## config.mk

```make
export PLATFORM = sky130hd
export DESIGN_NAME = pulse_rate_power_meter
export DESIGN_NICKNAME = d
export VERILOG_FILES = /design/src/prpm_pkg.sv /design/src/pulse_rate_power_meter.sv /design/src/prpm_front.sv /design/src/prpm_queue.sv /design/src/prpm_back.sv
export VERILOG_INCLUDE_DIRS = /design/src /design/src/src
export SDC_FILE = /design/constraint.sdc
export NUM_CORES = 2
export LEC_CHECK = 0
export BUFFER_PORTS_ARGS = -buffer_cell sky130_fd_sc_hd__buf_2
export CORE_MARGIN = 2
export CORE_UTILIZATION = 50
export DETAILED_ROUTE_END_ITERATION = 8
export PLACE_DENSITY = 0.79
export SLEW_MARGIN = 20
export SYNTH_ARGS = -nofsm -noshare
export SYNTH_HDL_FRONTEND = slang
export SYNTH_SLANG_ARGS = --single-unit
```

## constraint.sdc

```tcl
create_clock -name clock -period 8 [get_ports clock]
set_input_delay 0.4 -clock clock [delete_from_list [all_inputs] [get_ports clock]]
set_output_delay 0.4 -clock clock [all_outputs]
set_load 0.05 [all_outputs]
```

## src/pulse_rate_power_meter_macros.svh

```systemverilog
// Assertion macros shared by the pulse rate power meter modules.
`ifndef PULSE_RATE_POWER_METER_MACROS_SVH
`define PULSE_RATE_POWER_METER_MACROS_SVH

// Same-cycle implication, checked at every rising clock edge outside reset.
`define PRPM_ASSERT_NOW(label, clk, rst, ante, cons, msg) \
   label: assert property (@(posedge clk) disable iff (rst) (ante) |-> (cons)) \
      else $error(msg);

// Next-cycle implication, checked at every rising clock edge outside reset.
`define PRPM_ASSERT_NEXT(label, clk, rst, ante, cons, msg) \
   label: assert property (@(posedge clk) disable iff (rst) (ante) |=> (cons)) \
      else $error(msg);

`endif

```

## src/prpm_pkg.sv

```systemverilog
// Shared constants and types of the pulse rate power meter.
package prpm_pkg;

   localparam int STAMP_BITS  = 32;
   localparam int SCALE_BITS  = 32;
   localparam int POWER_BITS  = 32;
   localparam int COUNT_BITS  = 16;
   localparam int IDLE_BITS   = 8;
   localparam int IDLE_LIMIT  = 3;

   localparam logic [SCALE_BITS-1:0] SCALE_RESET = SCALE_BITS'(17100000);

   // Division of a 32-bit stamp difference by 1000 as a multiply and shift.
   localparam int RECIP_BITS  = 29;
   localparam int RECIP_SHIFT = 38;
   localparam logic [RECIP_BITS-1:0] RECIP_1000 = RECIP_BITS'(274877907);
   localparam int MUL_BITS     = STAMP_BITS + RECIP_BITS;
   localparam int DIFF_MS_BITS = MUL_BITS - RECIP_SHIFT;

   // One extra bit so that the wrap allowance can be added without overflow.
   localparam int MS_BITS = DIFF_MS_BITS + 1;
   localparam logic [MS_BITS-1:0] WRAP_MS = MS_BITS'(4294967);

   localparam int PROD_BITS = SCALE_BITS + COUNT_BITS;
   localparam int STEP_BITS = $clog2(PROD_BITS);

   localparam int Q_DEPTH    = 2;
   localparam int Q_PTR_BITS = (Q_DEPTH > 1) ? $clog2(Q_DEPTH) : 1;
   localparam int Q_CNT_BITS = $clog2(Q_DEPTH + 1);

   // One computing tick, as the front hands it to the back.
   typedef struct packed {
      logic [STAMP_BITS-1:0] diff;
      logic                  wrap;
      logic [COUNT_BITS-1:0] cnt_m1;
   } job_type;

endpackage

```

## src/pulse_rate_power_meter.sv

```systemverilog
// A computing tick passes through the multiply, a bit-serial division that
// gives one quotient bit per cycle over 48 bits, and the output register.
// Edge and idle-tick words are taken every cycle while the job queue is not
// full; computing ticks are limited by the bit-serial divider, which takes a
// new job only when idle, with a two-word job queue in front of it.
// Reset is synchronous: window state clears to zero, power_scale to 17100000.
module pulse_rate_power_meter
   import prpm_pkg::*;
(
   input  logic                  clock,
   input  logic                  reset,
   input  logic                  req_valid,
   output logic                  req_stall,
   input  logic                  req_mode,
   input  logic [STAMP_BITS-1:0] req_stamp_us,
   output logic                  rsp_valid,
   input  logic                  rsp_stall,
   output logic [POWER_BITS-1:0] rsp_power_value,
   output logic                  rsp_zero_time_error,
   input  logic                  csr_wr_en,
   input  logic [SCALE_BITS-1:0] csr_wr_data
);

   logic [SCALE_BITS-1:0] scale_ff, scale_in;
   logic                  job_push;
   job_type               push_data;
   logic                  job_full;
   logic                  job_pop;
   logic                  job_valid;
   job_type               pop_data;

   assign scale_in = csr_wr_en ? csr_wr_data : scale_ff;

   always_ff @(posedge clock) begin
      if (reset) begin
         scale_ff <= SCALE_RESET;
      end else begin
         scale_ff <= scale_in;
      end
   end

   prpm_front u_front (
      .clock        (clock),
      .reset        (reset),
      .req_valid    (req_valid),
      .req_stall    (req_stall),
      .req_mode     (req_mode),
      .req_stamp_us (req_stamp_us),
      .job_push     (job_push),
      .job_data     (push_data),
      .job_full     (job_full)
   );

   prpm_queue u_queue (
      .clock     (clock),
      .reset     (reset),
      .push      (job_push),
      .push_data (push_data),
      .full      (job_full),
      .pop       (job_pop),
      .pop_valid (job_valid),
      .pop_data  (pop_data)
   );

   prpm_back u_back (
      .clock               (clock),
      .reset               (reset),
      .power_scale         (scale_ff),
      .job_valid           (job_valid),
      .job_data            (pop_data),
      .job_pop             (job_pop),
      .rsp_valid           (rsp_valid),
      .rsp_stall           (rsp_stall),
      .rsp_power_value     (rsp_power_value),
      .rsp_zero_time_error (rsp_zero_time_error)
   );

endmodule

```

## src/prpm_front.sv

```systemverilog
// Front part: takes edge and tick words, keeps the window state, issues jobs.
module prpm_front
   import prpm_pkg::*;
(
   input  logic                  clock,
   input  logic                  reset,
   input  logic                  req_valid,
   output logic                  req_stall,
   input  logic                  req_mode,
   input  logic [STAMP_BITS-1:0] req_stamp_us,
   output logic                  job_push,
   output job_type               job_data,
   input  logic                  job_full
);

   localparam logic [COUNT_BITS-1:0] COUNT_MAX = {COUNT_BITS{1'b1}};
   localparam logic [IDLE_BITS-1:0]  IDLE_MAX  = {IDLE_BITS{1'b1}};

   logic [STAMP_BITS-1:0] start_ff, start_in;
   logic [STAMP_BITS-1:0] latest_ff, latest_in;
   logic [COUNT_BITS-1:0] count_ff, count_in;
   logic [IDLE_BITS-1:0]  idle_ff, idle_in;
   logic                  accept;

   assign req_stall = job_full;
   assign accept    = req_valid & ~job_full;

   always_comb begin
      start_in          = start_ff;
      latest_in         = latest_ff;
      count_in          = count_ff;
      idle_in           = idle_ff;
      job_push          = 1'b0;
      job_data.diff     = latest_ff - start_ff;
      job_data.wrap     = (idle_ff > IDLE_BITS'(IDLE_LIMIT));
      job_data.cnt_m1   = count_ff - COUNT_BITS'(1);
      if (accept && !req_mode) begin
         latest_in = req_stamp_us;
         if (count_ff == '0) begin
            start_in = req_stamp_us;
         end
         if (count_ff != COUNT_MAX) begin
            count_in = count_ff + COUNT_BITS'(1);
         end
      end else if (accept && req_mode) begin
         if (count_ff > COUNT_BITS'(1)) begin
            job_push = 1'b1;
            count_in = '0;
            idle_in  = '0;
         end else if (idle_ff != IDLE_MAX) begin
            idle_in = idle_ff + IDLE_BITS'(1);
         end
      end
   end

   always_ff @(posedge clock) begin
      if (reset) begin
         start_ff  <= '0;
         latest_ff <= '0;
         count_ff  <= '0;
         idle_ff   <= '0;
      end else begin
         start_ff  <= start_in;
         latest_ff <= latest_in;
         count_ff  <= count_in;
         idle_ff   <= idle_in;
      end
   end

endmodule

```

## src/prpm_queue.sv

```systemverilog
// Short job queue between the front and the back.
`include "pulse_rate_power_meter_macros.svh"

module prpm_queue
   import prpm_pkg::*;
(
   input  logic    clock,
   input  logic    reset,
   input  logic    push,
   input  job_type push_data,
   output logic    full,
   input  logic    pop,
   output logic    pop_valid,
   output job_type pop_data
);

   job_type                mem_ff [Q_DEPTH];
   logic [Q_PTR_BITS-1:0]  wr_ptr_ff, wr_ptr_in;
   logic [Q_PTR_BITS-1:0]  rd_ptr_ff, rd_ptr_in;
   logic [Q_CNT_BITS-1:0]  count_ff, count_in;
   logic                   do_push;
   logic                   do_pop;

   assign full      = (count_ff == Q_CNT_BITS'(Q_DEPTH));
   assign pop_valid = (count_ff != '0);
   assign pop_data  = mem_ff[rd_ptr_ff];
   assign do_push   = push & ~full;
   assign do_pop    = pop & pop_valid;

   always_comb begin
      wr_ptr_in = wr_ptr_ff;
      rd_ptr_in = rd_ptr_ff;
      count_in  = count_ff;
      if (do_push) begin
         wr_ptr_in = (wr_ptr_ff == Q_PTR_BITS'(Q_DEPTH - 1)) ? '0
                                                           : wr_ptr_ff + Q_PTR_BITS'(1);
      end
      if (do_pop) begin
         rd_ptr_in = (rd_ptr_ff == Q_PTR_BITS'(Q_DEPTH - 1)) ? '0
                                                           : rd_ptr_ff + Q_PTR_BITS'(1);
      end
      if (do_push && !do_pop) begin
         count_in = count_ff + Q_CNT_BITS'(1);
      end else if (do_pop && !do_push) begin
         count_in = count_ff - Q_CNT_BITS'(1);
      end
   end

   always_ff @(posedge clock) begin
      if (do_push) begin
         mem_ff[wr_ptr_ff] <= push_data;
      end
   end

   always_ff @(posedge clock) begin
      if (reset) begin
         wr_ptr_ff <= '0;
         rd_ptr_ff <= '0;
         count_ff  <= '0;
      end else begin
         wr_ptr_ff <= wr_ptr_in;
         rd_ptr_ff <= rd_ptr_in;
         count_ff  <= count_in;
      end
   end

   `PRPM_ASSERT_NOW(a_push_not_full, clock, reset, push, !full, "job pushed into a full queue")
   `PRPM_ASSERT_NOW(a_count_bound, clock, reset, 1'b1, count_ff <= Q_CNT_BITS'(Q_DEPTH), "queue count above depth")
   `PRPM_ASSERT_NEXT(a_push_grows, clock, reset, push && !pop, count_ff == $past(count_ff) + Q_CNT_BITS'(1), "push without pop did not add a word")

endmodule

```

## src/prpm_back.sv

```systemverilog
// Back part: forms the elapsed milliseconds and divides the scaled edge count less one.
`include "pulse_rate_power_meter_macros.svh"

module prpm_back
   import prpm_pkg::*;
(
   input  logic                  clock,
   input  logic                  reset,
   input  logic [SCALE_BITS-1:0] power_scale,
   input  logic                  job_valid,
   input  job_type               job_data,
   output logic                  job_pop,
   output logic                  rsp_valid,
   input  logic                  rsp_stall,
   output logic [POWER_BITS-1:0] rsp_power_value,
   output logic                  rsp_zero_time_error
);

   localparam logic [1:0] B_IDLE = 2'd0;
   localparam logic [1:0] B_MUL  = 2'd1;
   localparam logic [1:0] B_DIV  = 2'd2;
   localparam logic [1:0] B_DONE = 2'd3;

   logic [1:0]            state_ff, state_in;
   logic [MUL_BITS-1:0]   recip_ff, recip_in;
   logic [PROD_BITS-1:0]  quot_ff, quot_in;
   logic                  wrap_ff, wrap_in;
   logic [MS_BITS-1:0]    divisor_ff, divisor_in;
   logic [MS_BITS-1:0]    rem_ff, rem_in;
   logic [STEP_BITS-1:0]  step_ff, step_in;
   logic                  err_ff, err_in;
   logic                  out_valid_ff, out_valid_in;
   logic [POWER_BITS-1:0] out_power_ff, out_power_in;
   logic                  out_err_ff, out_err_in;

   logic [MS_BITS-1:0]    ms;
   logic [MS_BITS:0]      shifted;
   logic                  fits;
   logic                  slot_free;

   assign rsp_valid           = out_valid_ff;
   assign rsp_power_value     = out_power_ff;
   assign rsp_zero_time_error = out_err_ff;
   assign slot_free           = ~out_valid_ff | ~rsp_stall;

   always_comb begin
      ms = MS_BITS'(recip_ff[RECIP_SHIFT +: DIFF_MS_BITS]);
      if (wrap_ff) begin
         ms = ms + WRAP_MS;
      end
      shifted = {rem_ff, quot_ff[PROD_BITS-1]};
      fits    = (shifted >= {1'b0, divisor_ff});
   end

   always_comb begin
      state_in     = state_ff;
      recip_in     = recip_ff;
      quot_in      = quot_ff;
      wrap_in      = wrap_ff;
      divisor_in   = divisor_ff;
      rem_in       = rem_ff;
      step_in      = step_ff;
      err_in       = err_ff;
      out_valid_in = out_valid_ff & rsp_stall;
      out_power_in = out_power_ff;
      out_err_in   = out_err_ff;
      job_pop      = 1'b0;
      case (state_ff)
         B_IDLE: begin
            if (job_valid) begin
               job_pop  = 1'b1;
               recip_in = MUL_BITS'(job_data.diff) * MUL_BITS'(RECIP_1000);
               quot_in  = PROD_BITS'(power_scale) * PROD_BITS'(job_data.cnt_m1);
               wrap_in  = job_data.wrap;
               state_in = B_MUL;
            end
         end
         B_MUL: begin
            if (ms == '0) begin
               // No time went by: report full scale and flag it.
               quot_in  = '1;
               err_in   = 1'b1;
               state_in = B_DONE;
            end else begin
               divisor_in = ms;
               rem_in     = '0;
               err_in     = 1'b0;
               step_in    = STEP_BITS'(PROD_BITS - 1);
               state_in   = B_DIV;
            end
         end
         B_DIV: begin
            rem_in  = fits ? MS_BITS'(shifted - {1'b0, divisor_ff}) : MS_BITS'(shifted);
            quot_in = {quot_ff[PROD_BITS-2:0], fits};
            step_in = step_ff - STEP_BITS'(1);
            if (step_ff == '0) begin
               state_in = B_DONE;
            end
         end
         B_DONE: begin
            if (slot_free) begin
               out_valid_in = 1'b1;
               out_power_in = (quot_ff[PROD_BITS-1:POWER_BITS] != '0) ? '1
                                                                     : quot_ff[POWER_BITS-1:0];
               out_err_in   = err_ff;
               state_in     = B_IDLE;
            end
         end
         default: begin
            state_in = B_IDLE;
         end
      endcase
   end

   always_ff @(posedge clock) begin
      recip_ff     <= recip_in;
      quot_ff      <= quot_in;
      wrap_ff      <= wrap_in;
      divisor_ff   <= divisor_in;
      rem_ff       <= rem_in;
      step_ff      <= step_in;
      err_ff       <= err_in;
      out_power_ff <= out_power_in;
      out_err_ff   <= out_err_in;
   end

   always_ff @(posedge clock) begin
      if (reset) begin
         state_ff     <= B_IDLE;
         out_valid_ff <= 1'b0;
      end else begin
         state_ff     <= state_in;
         out_valid_ff <= out_valid_in;
      end
   end

   `PRPM_ASSERT_NOW(a_div_nonzero, clock, reset, state_ff == B_DIV, divisor_ff != '0, "division started with a zero divisor")
   `PRPM_ASSERT_NOW(a_err_saturates, clock, reset, out_valid_ff && out_err_ff, out_power_ff == '1, "zero time result not saturated")
   `PRPM_ASSERT_NOW(a_pop_when_idle, clock, reset, job_pop, state_ff == B_IDLE && job_valid, "job taken while busy")

endmodule
```

# Yosys cells after proc, flatten, opt, wreduce, memory -nomap -nowiden
# Memory sizes are Yosys's and may differ from the RTL's. A register that Yosys moved wholly into a read port is not among the register bits.
# Cells that the tools add are included.
dict set report word_totals {
  regBits 325
  ram_bits 98
  inputBits 70
  output_inout_bits 35
  wordCells 122
  n_memories 1
}
# name depth width read_ports rd_clocked_by_memory_dff wr line
set mem_list {}
lappend mem_list {u_queue.mem_ff 2 49 1 1 1 prpm_queue.sv:17} ;# job_type mem_ff [Q_DEPTH];
dict set report classes {
  add_sub_neg 11
  mul 2
  n_lt_le_gt_ge 3
  eq_ne 12
  mux 36
  bitwise_logic 10
  reduce_logical 28
}
# cell count
set op_table {}
lappend op_table {{one-hot mux 48 bit (3 select lines)} 1}
lappend op_table {{2-to-1 mux 48 bit} 2}
lappend op_table {{2-to-1 mux 24 bit} 3}
lappend op_table {{2-to-1 mux 16 bit} 4}
lappend op_table {{multiplier 32 x 29 -> 61 bit (second input constant)} 1}
lappend op_table {{multiplier 32 x 16 -> 48 bit} 1}
lappend op_table {{one-hot mux 24 bit (2 select lines)} 1}
lappend op_table {{subtractor 32 bit} 1}
lappend op_table {{greater-or-equal comparator 25 x 24 -> 1 bit} 1}
lappend op_table {{adder 23 x 23 -> 24 bit (second input constant)} 1}
lappend op_table {{zero test 24 bit} 1}
lappend op_table {{subtractor 24 bit} 1}
lappend op_table {{adder 16 x 1 -> 16 bit (second input constant)} 1}
lappend op_table {{greater-than comparator 16 x 1 -> 1 bit (second input constant)} 1}
lappend op_table {{zero test 16 bit} 1}
lappend op_table {{2-to-1 mux 8 bit} 2}
lappend op_table {{inequality test 16 bit (second input constant)} 1}
lappend op_table {{nonzero test 16 bit} 1}
lappend op_table {{subtractor 16 x 1 -> 16 bit (second input constant)} 1}
lappend op_table {{2-to-1 mux 1 bit} 15}
lappend op_table {{one-hot mux 6 bit (2 select lines)} 1}
lappend op_table {{AND reduction 3 bit} 4}
lappend op_table {{nonzero test 2 bit} 6}
lappend op_table {{2-to-1 mux 2 bit} 5}
lappend op_table {{other kinds (22)} 45}

# Longest topological paths before layout
dict set report logic_depth {
  word_depth 11
  depth_mapped 29
  ltp_nobuf 27
}

# Modules after synthesis
# From an unflattened synthesis, not the netlist that was laid out.
dict set report hier_totals {
  cells_unflattened 5052
  area_unflattened_um2 49321.1
}
# mod instances cells_per_inst area_each_um2 seq_area_each_um2
set by_module_without_submodules {}
lappend by_module_without_submodules {prpm_back 1 4036 38723.4 4864.7}
lappend by_module_without_submodules {prpm_front 1 736 5654.2 1761.7}
lappend by_module_without_submodules {prpm_queue 1 177 3748.6 3042.9}
lappend by_module_without_submodules {pulse_rate_power_meter 1 103 1194.9 640.6}

# Worst setup path before layout
# Ideal clock, no wire load.
dict set report synth_path {
  path_type {register to register}
  startpoint {register with a tool-made name}
  endpoint {register u_back.recip_ff[60], data pin}
  setup_time_ns 0.254
  arrival_time_ns 7.971
  required_ns 7.746
  slack_ns -0.225
  path_stages_with_launch 27
  path_buffers 2
  period_less_slack_ns 8.225
  path_cell_list {dfxtp_1 -> buf_1 -> buf_1 -> mux2i_1 -> inv_1 -> ha_1 -> fa_1 -> fa_1 -> inv_1 -> fa_1 -> inv_1 -> fa_1 -> fa_1 -> fa_1 -> inv_1 -> fa_1 -> inv_1 -> ha_1 -> a21o_1 -> a2111o_1 -> o211ai_1 -> a21oi_1 -> o311ai_1 -> a21oi_1 -> o31ai_1 -> o21ai_0 -> a21o_1}
}
# element line
set synth_rtl {}
lappend synth_rtl {{end signal: assignment} prpm_back.sv:116} ;# recip_ff <= recip_in;
lappend synth_rtl {{end: declaration} prpm_back.sv:25} ;# logic [MUL_BITS-1:0] recip_ff, recip_in;

==> impl_metrics.prom <==
# TYPE chip_impl_metric gauge
chip_impl_metric{name="final-hold-violation-count",unit=""} 0
chip_impl_metric{name="place.detailed.hpwl",unit="um"} 93300
chip_impl_metric{name="layout-drive-gt1-share",unit=""} 0.0821
chip_impl_metric{name="timing.max_cap.violations",unit=""} 0
chip_impl_metric{name="globalRoute.totalOverflow",unit=""} 0
chip_impl_metric{name="port_buffers",unit=""} 104
chip_impl_info{name="crit_path_end_kind",value="register"} 1
chip_impl_metric{name="synthCells",unit=""} 4963
chip_impl_metric{name="remaining_drc_errors",unit=""} 0
chip_impl_metric{name="clockBufferDepth",unit=""} 3
chip_impl_metric{name="nNetsFinal",unit=""} 6432
chip_impl_metric{name="synthesis.area_per_instance",unit="sq um"} 9.75
chip_impl_metric{name="fp-row-count",unit=""} 114
chip_impl_metric{name="data_arrival_time_of_the_worst_path",unit="ps"} 8090
chip_impl_metric{name="drt_iter0_markers",unit=""} 2205
chip_impl_metric{name="vias_in_the_first_global_route",unit=""} 36600
chip_impl_metric{name="layout.cells.non_filler",unit=""} 6378
chip_impl_metric{name="relative_area_change_from_synthesis_to_final_layout",unit="%"} 8.62
chip_impl_metric{name="cts.htree.levels",unit=""} 2
chip_impl_info{name="netlist.top_cell.by_area",value="sky130_fd_sc_hd__fa_1"} 1
chip_impl_info{name="synth_top_cells_by_area",value="sky130_fd_sc_hd__fa_1, sky130_fd_sc_hd__edfxtp_1, sky130_fd_sc_hd__ha_1"} 1
chip_impl_metric{name="initial_core_utilization",unit=""} 0.502
chip_impl_info{name="cp_common_cell",value="sky130_fd_sc_hd__fa_1"} 1
chip_impl_metric{name="synth_edf_count",unit=""} 258
chip_impl_metric{name="synthDominantCellAreaShare",unit=""} 0.297
chip_impl_metric{name="area_of_the_core_region",unit="sq mm"} 0.0963
chip_impl_metric{name="drtPass1Iterations",unit=""} 6
chip_impl_metric{name="synth_warnings",unit=""} 0
chip_impl_metric{name="largest_net_degree_at_the_start_of_global_routing",unit=""} 93
chip_impl_metric{name="max_freq",unit="MHz"} 129
chip_impl_metric{name="dp_cells",unit=""} 6283
chip_impl_metric{name="drtAntennaViolNets",unit=""} 0
chip_impl_metric{name="i_o_pin_cnt",unit=""} 105
chip_impl_metric{name="drt-vias-per-instance",unit=""} 5.41
chip_impl_info{name="setup.worst_path.start_class",value="register"} 1
chip_impl_metric{name="report.final.setup_viol",unit=""} 0
chip_impl_metric{name="cp_max_fo",unit=""} 9
chip_impl_metric{name="die-width",unit="um"} 315
chip_impl_metric{name="synth_seq_area_share",unit=""} 0.213
chip_impl_info{name="hold_path.class",value="input port to register"} 1
chip_impl_metric{name="worst_setup_hold_path_clk_slew",unit="ps"} 60
chip_impl_info{name="cts.root.buffer_cell",value="sky130_fd_sc_hd__clkbuf_16"} 1
chip_impl_info{name="tritoncts",value="yes"} 1
chip_impl_metric{name="required_time_reported_for_the_critical_path_endpoint",unit="ps"} 8340
chip_impl_info{name="ys.flop_type",value="sky130_fd_sc_hd__edfxtp_1"} 1
chip_impl_metric{name="fin_skew",unit="ps"} 26.0
chip_impl_metric{name="tightest_slew",unit="ps"} 1110
chip_impl_metric{name="num_vias",unit=""} 34500
chip_impl_metric{name="timing.slew.headroom",unit=""} 0.260
chip_impl_metric{name="synth_nets",unit=""} 6328
chip_impl_metric{name="grt_antenna_before_repair",unit=""} 0
chip_impl_metric{name="fin_crit_sh",unit=""} 0.969
chip_impl_metric{name="number_of_diodes_added_for_antenna_fixing",unit=""} 0
chip_impl_metric{name="grt_first_pass_wirelength",unit="um"} 187000
chip_impl_metric{name="avgRoutedWirePerCell",unit="um"} 17.9
chip_impl_metric{name="synth_cell_type_count",unit=""} 85
chip_impl_metric{name="routabilityCongestion",unit=""} 0.966
chip_impl_metric{name="ys_seq_elements",unit=""} 386
chip_impl_metric{name="critical_path_max_stage_delay",unit="ps"} 560
chip_impl_metric{name="finalCriticalPeriod",unit="ps"} 7750
chip_impl_metric{name="clkLatencyLatePin",unit="ps"} 610
chip_impl_metric{name="numClockSinks",unit=""} 386
chip_impl_metric{name="ys_async_sr_fraction",unit=""} 0
chip_impl_metric{name="dieHeight",unit="um"} 315
chip_impl_info{name="critPathKind",value="register to register"} 1
chip_impl_metric{name="groute.usage.overall",unit=""} 0.236
chip_impl_metric{name="final_slew_violations",unit=""} 0
chip_impl_metric{name="drt-total-wl",unit="um"} 114000
chip_impl_info{name="status",value="finished, final reports clean"} 1
chip_impl_metric{name="tritoncts.num_buffers",unit=""} 44
chip_impl_metric{name="dieArea",unit="sq mm"} 0.0993
chip_impl_info{name="cp_slowest_cell",value="sky130_fd_sc_hd__fa_1"} 1
chip_impl_metric{name="synthesis.area",unit="sq mm"} 0.0484
==> cell usage after synthesis, types with 14 or more instances <==
cell and instances:
sky130_fd_sc_hd__or2_2 41, sky130_fd_sc_hd__and3_1 20, sky130_fd_sc_hd__ha_1 577, sky130_fd_sc_hd__or3_1 15, sky130_fd_sc_hd__nand3_1 32, sky130_fd_sc_hd__nand2b_1 25
sky130_fd_sc_hd__nor3_1 26, sky130_fd_sc_hd__mux2i_1 64, sky130_fd_sc_hd__clkbuf_1 150, sky130_fd_sc_hd__xnor2_1 96, sky130_fd_sc_hd__fa_1 718, sky130_fd_sc_hd__o21bai_1 18
sky130_fd_sc_hd__nor2_1 200, sky130_fd_sc_hd__mux2_2 27, sky130_fd_sc_hd__o21ai_0 68, sky130_fd_sc_hd__inv_1 1072, sky130_fd_sc_hd__o31ai_1 14, sky130_fd_sc_hd__a211oi_1 22
sky130_fd_sc_hd__edfxtp_1 258, sky130_fd_sc_hd__nand4_1 24, sky130_fd_sc_hd__o21a_1 20, sky130_fd_sc_hd__nor2b_1 31, sky130_fd_sc_hd__xor2_1 64, sky130_fd_sc_hd__nand2_1 533
sky130_fd_sc_hd__dfxtp_1 128, sky130_fd_sc_hd__a21oi_1 261, sky130_fd_sc_hd__a21o_1 78, sky130_fd_sc_hd__and2_1 218
==> critical path: cells and delay by family (launching register included) <==
family	cells	cell delay (ps)
multiplexers	1	230
AND/OR/NAND/NOR	2	580
flip-flops	1	390
XOR/XNOR	1	110
adder cells (fa/ha/maj)	9	4170
AO/OA/AOI/OAI	6	1140
buffers and inverters	7	870
==> per-stage QoR <==
step	hold WS (ps)	setup WS [ps]	setup TNS, ps	instance area [sq um]	util
floorplan	400	130	0	48400	-
global placement	411	150	0	50700	0.527
detailed placement	411	-25.2	-41.5	50800	0.527
CTS	2.61	8.59	0	52400	0.544
global route	23.5	-24.5	-24.5	52600	0.546
finish	24.7	249	0	52600	0.546
==> cells by family (layout without fill, tap and decap cells) <==
logic type               after synthesis  after routing  synth area share
adder cells (fa/ha/maj)             1295           1295             0.446
buffers and inverters               1239           1378            0.0964
AND/OR/NAND/NOR                     1208           1208             0.118
AO/OA/AOI/OAI                        583            583            0.0768
flip-flops                           386            386             0.213
XOR/XNOR                             161            161            0.0293
multiplexers                          91             91            0.0195
==> layer usage <==
layer,track usage,up-vias,wire (um)
met1,0.308,17200,47700
met3,0.0307,295,6680
met5,0,-,0
met2,0.404,1127,55500
li1,-,15900,-
met4,0.0842,0,4450
==> sequential cells by signal (all words and copies together), names as in the netlist, 6 cells and up, named ones only <==
name,count
scale_ff,32
u_back.divisor_ff,24
u_back.quot_ff,48
u_back.recip_ff,23
u_back.rem_ff,24
u_back.rsp_power_value,32
u_back.step_ff,6
u_front.count_ff,16
u_front.idle_ff,8
u_front.latest_ff,32
u_front.start_ff,32
u_queue.mem_ff,98
==> layout by cell type, fill, tap and decap left out, types with 22 or more instances in the layout <==
cell type	n
sky130_fd_sc_hd__a21oi_1	258
sky130_fd_sc_hd__and2_1	217
sky130_fd_sc_hd__fa_1	718
sky130_fd_sc_hd__a21o_1	78
sky130_fd_sc_hd__mux2i_1	57
sky130_fd_sc_hd__edfxtp_1	258
sky130_fd_sc_hd__nand2b_1	25
sky130_fd_sc_hd__xor2_1	64
sky130_fd_sc_hd__xnor2_1	96
sky130_fd_sc_hd__nand2_1	533
sky130_fd_sc_hd__nor3_1	26
sky130_fd_sc_hd__nor2b_1	30
sky130_fd_sc_hd__inv_1	1063
sky130_fd_sc_hd__nand3_1	32
sky130_fd_sc_hd__ha_1	575
sky130_fd_sc_hd__nand4_1	24
sky130_fd_sc_hd__or2_2	41
sky130_fd_sc_hd__buf_2	103
sky130_fd_sc_hd__nor2_1	198
sky130_fd_sc_hd__clkbuf_16	44
sky130_fd_sc_hd__o21ai_0	68
sky130_fd_sc_hd__a211oi_1	22
sky130_fd_sc_hd__dfxtp_1	127
sky130_fd_sc_hd__buf_4	107
==> worst paths after layout <==
| path | startpoint | to | slack, ps | cells past startpoint |
|---|---|---|---|---|
| setup / recovery | register | u_back.recip_ff[55] | 250 | 26 |
| hold / removal | csr_wr_data[15] | scale_ff[15] | 20 | 2 |
| setup reg to reg | register | u_back.recip_ff[55] | 250 | 26 |
| hold reg to reg | u_back.err_ff | u_back.rsp_zero_time_error | 420 | 0 |
==> final cells by class <==
cell class / count / area, sq um
multi-input combinational: 3338 / 33600
tap: 1276 / 1600
sequential: 386 / 10300
clock buffer: 51 / 1160
timing repair buffer: 225 / 1520
fill: 8195 / 43700
inverter: 1072 / 4020
clock inverter: 30 / 355
==> repair_timing <==
item / CTS / global route
buffers inserted: 0 / 2
gates resized for setup: 5 / 34
endpoints found under the hold margin: 9 / 0
endpoints found under the setup margin: 2 / 23
hold buffers: 9 / 0
pin swaps: 0 / 5
Power is not shown: default switching activity piles up to over one toggle a cycle in this logic, so the estimate is an artifact.
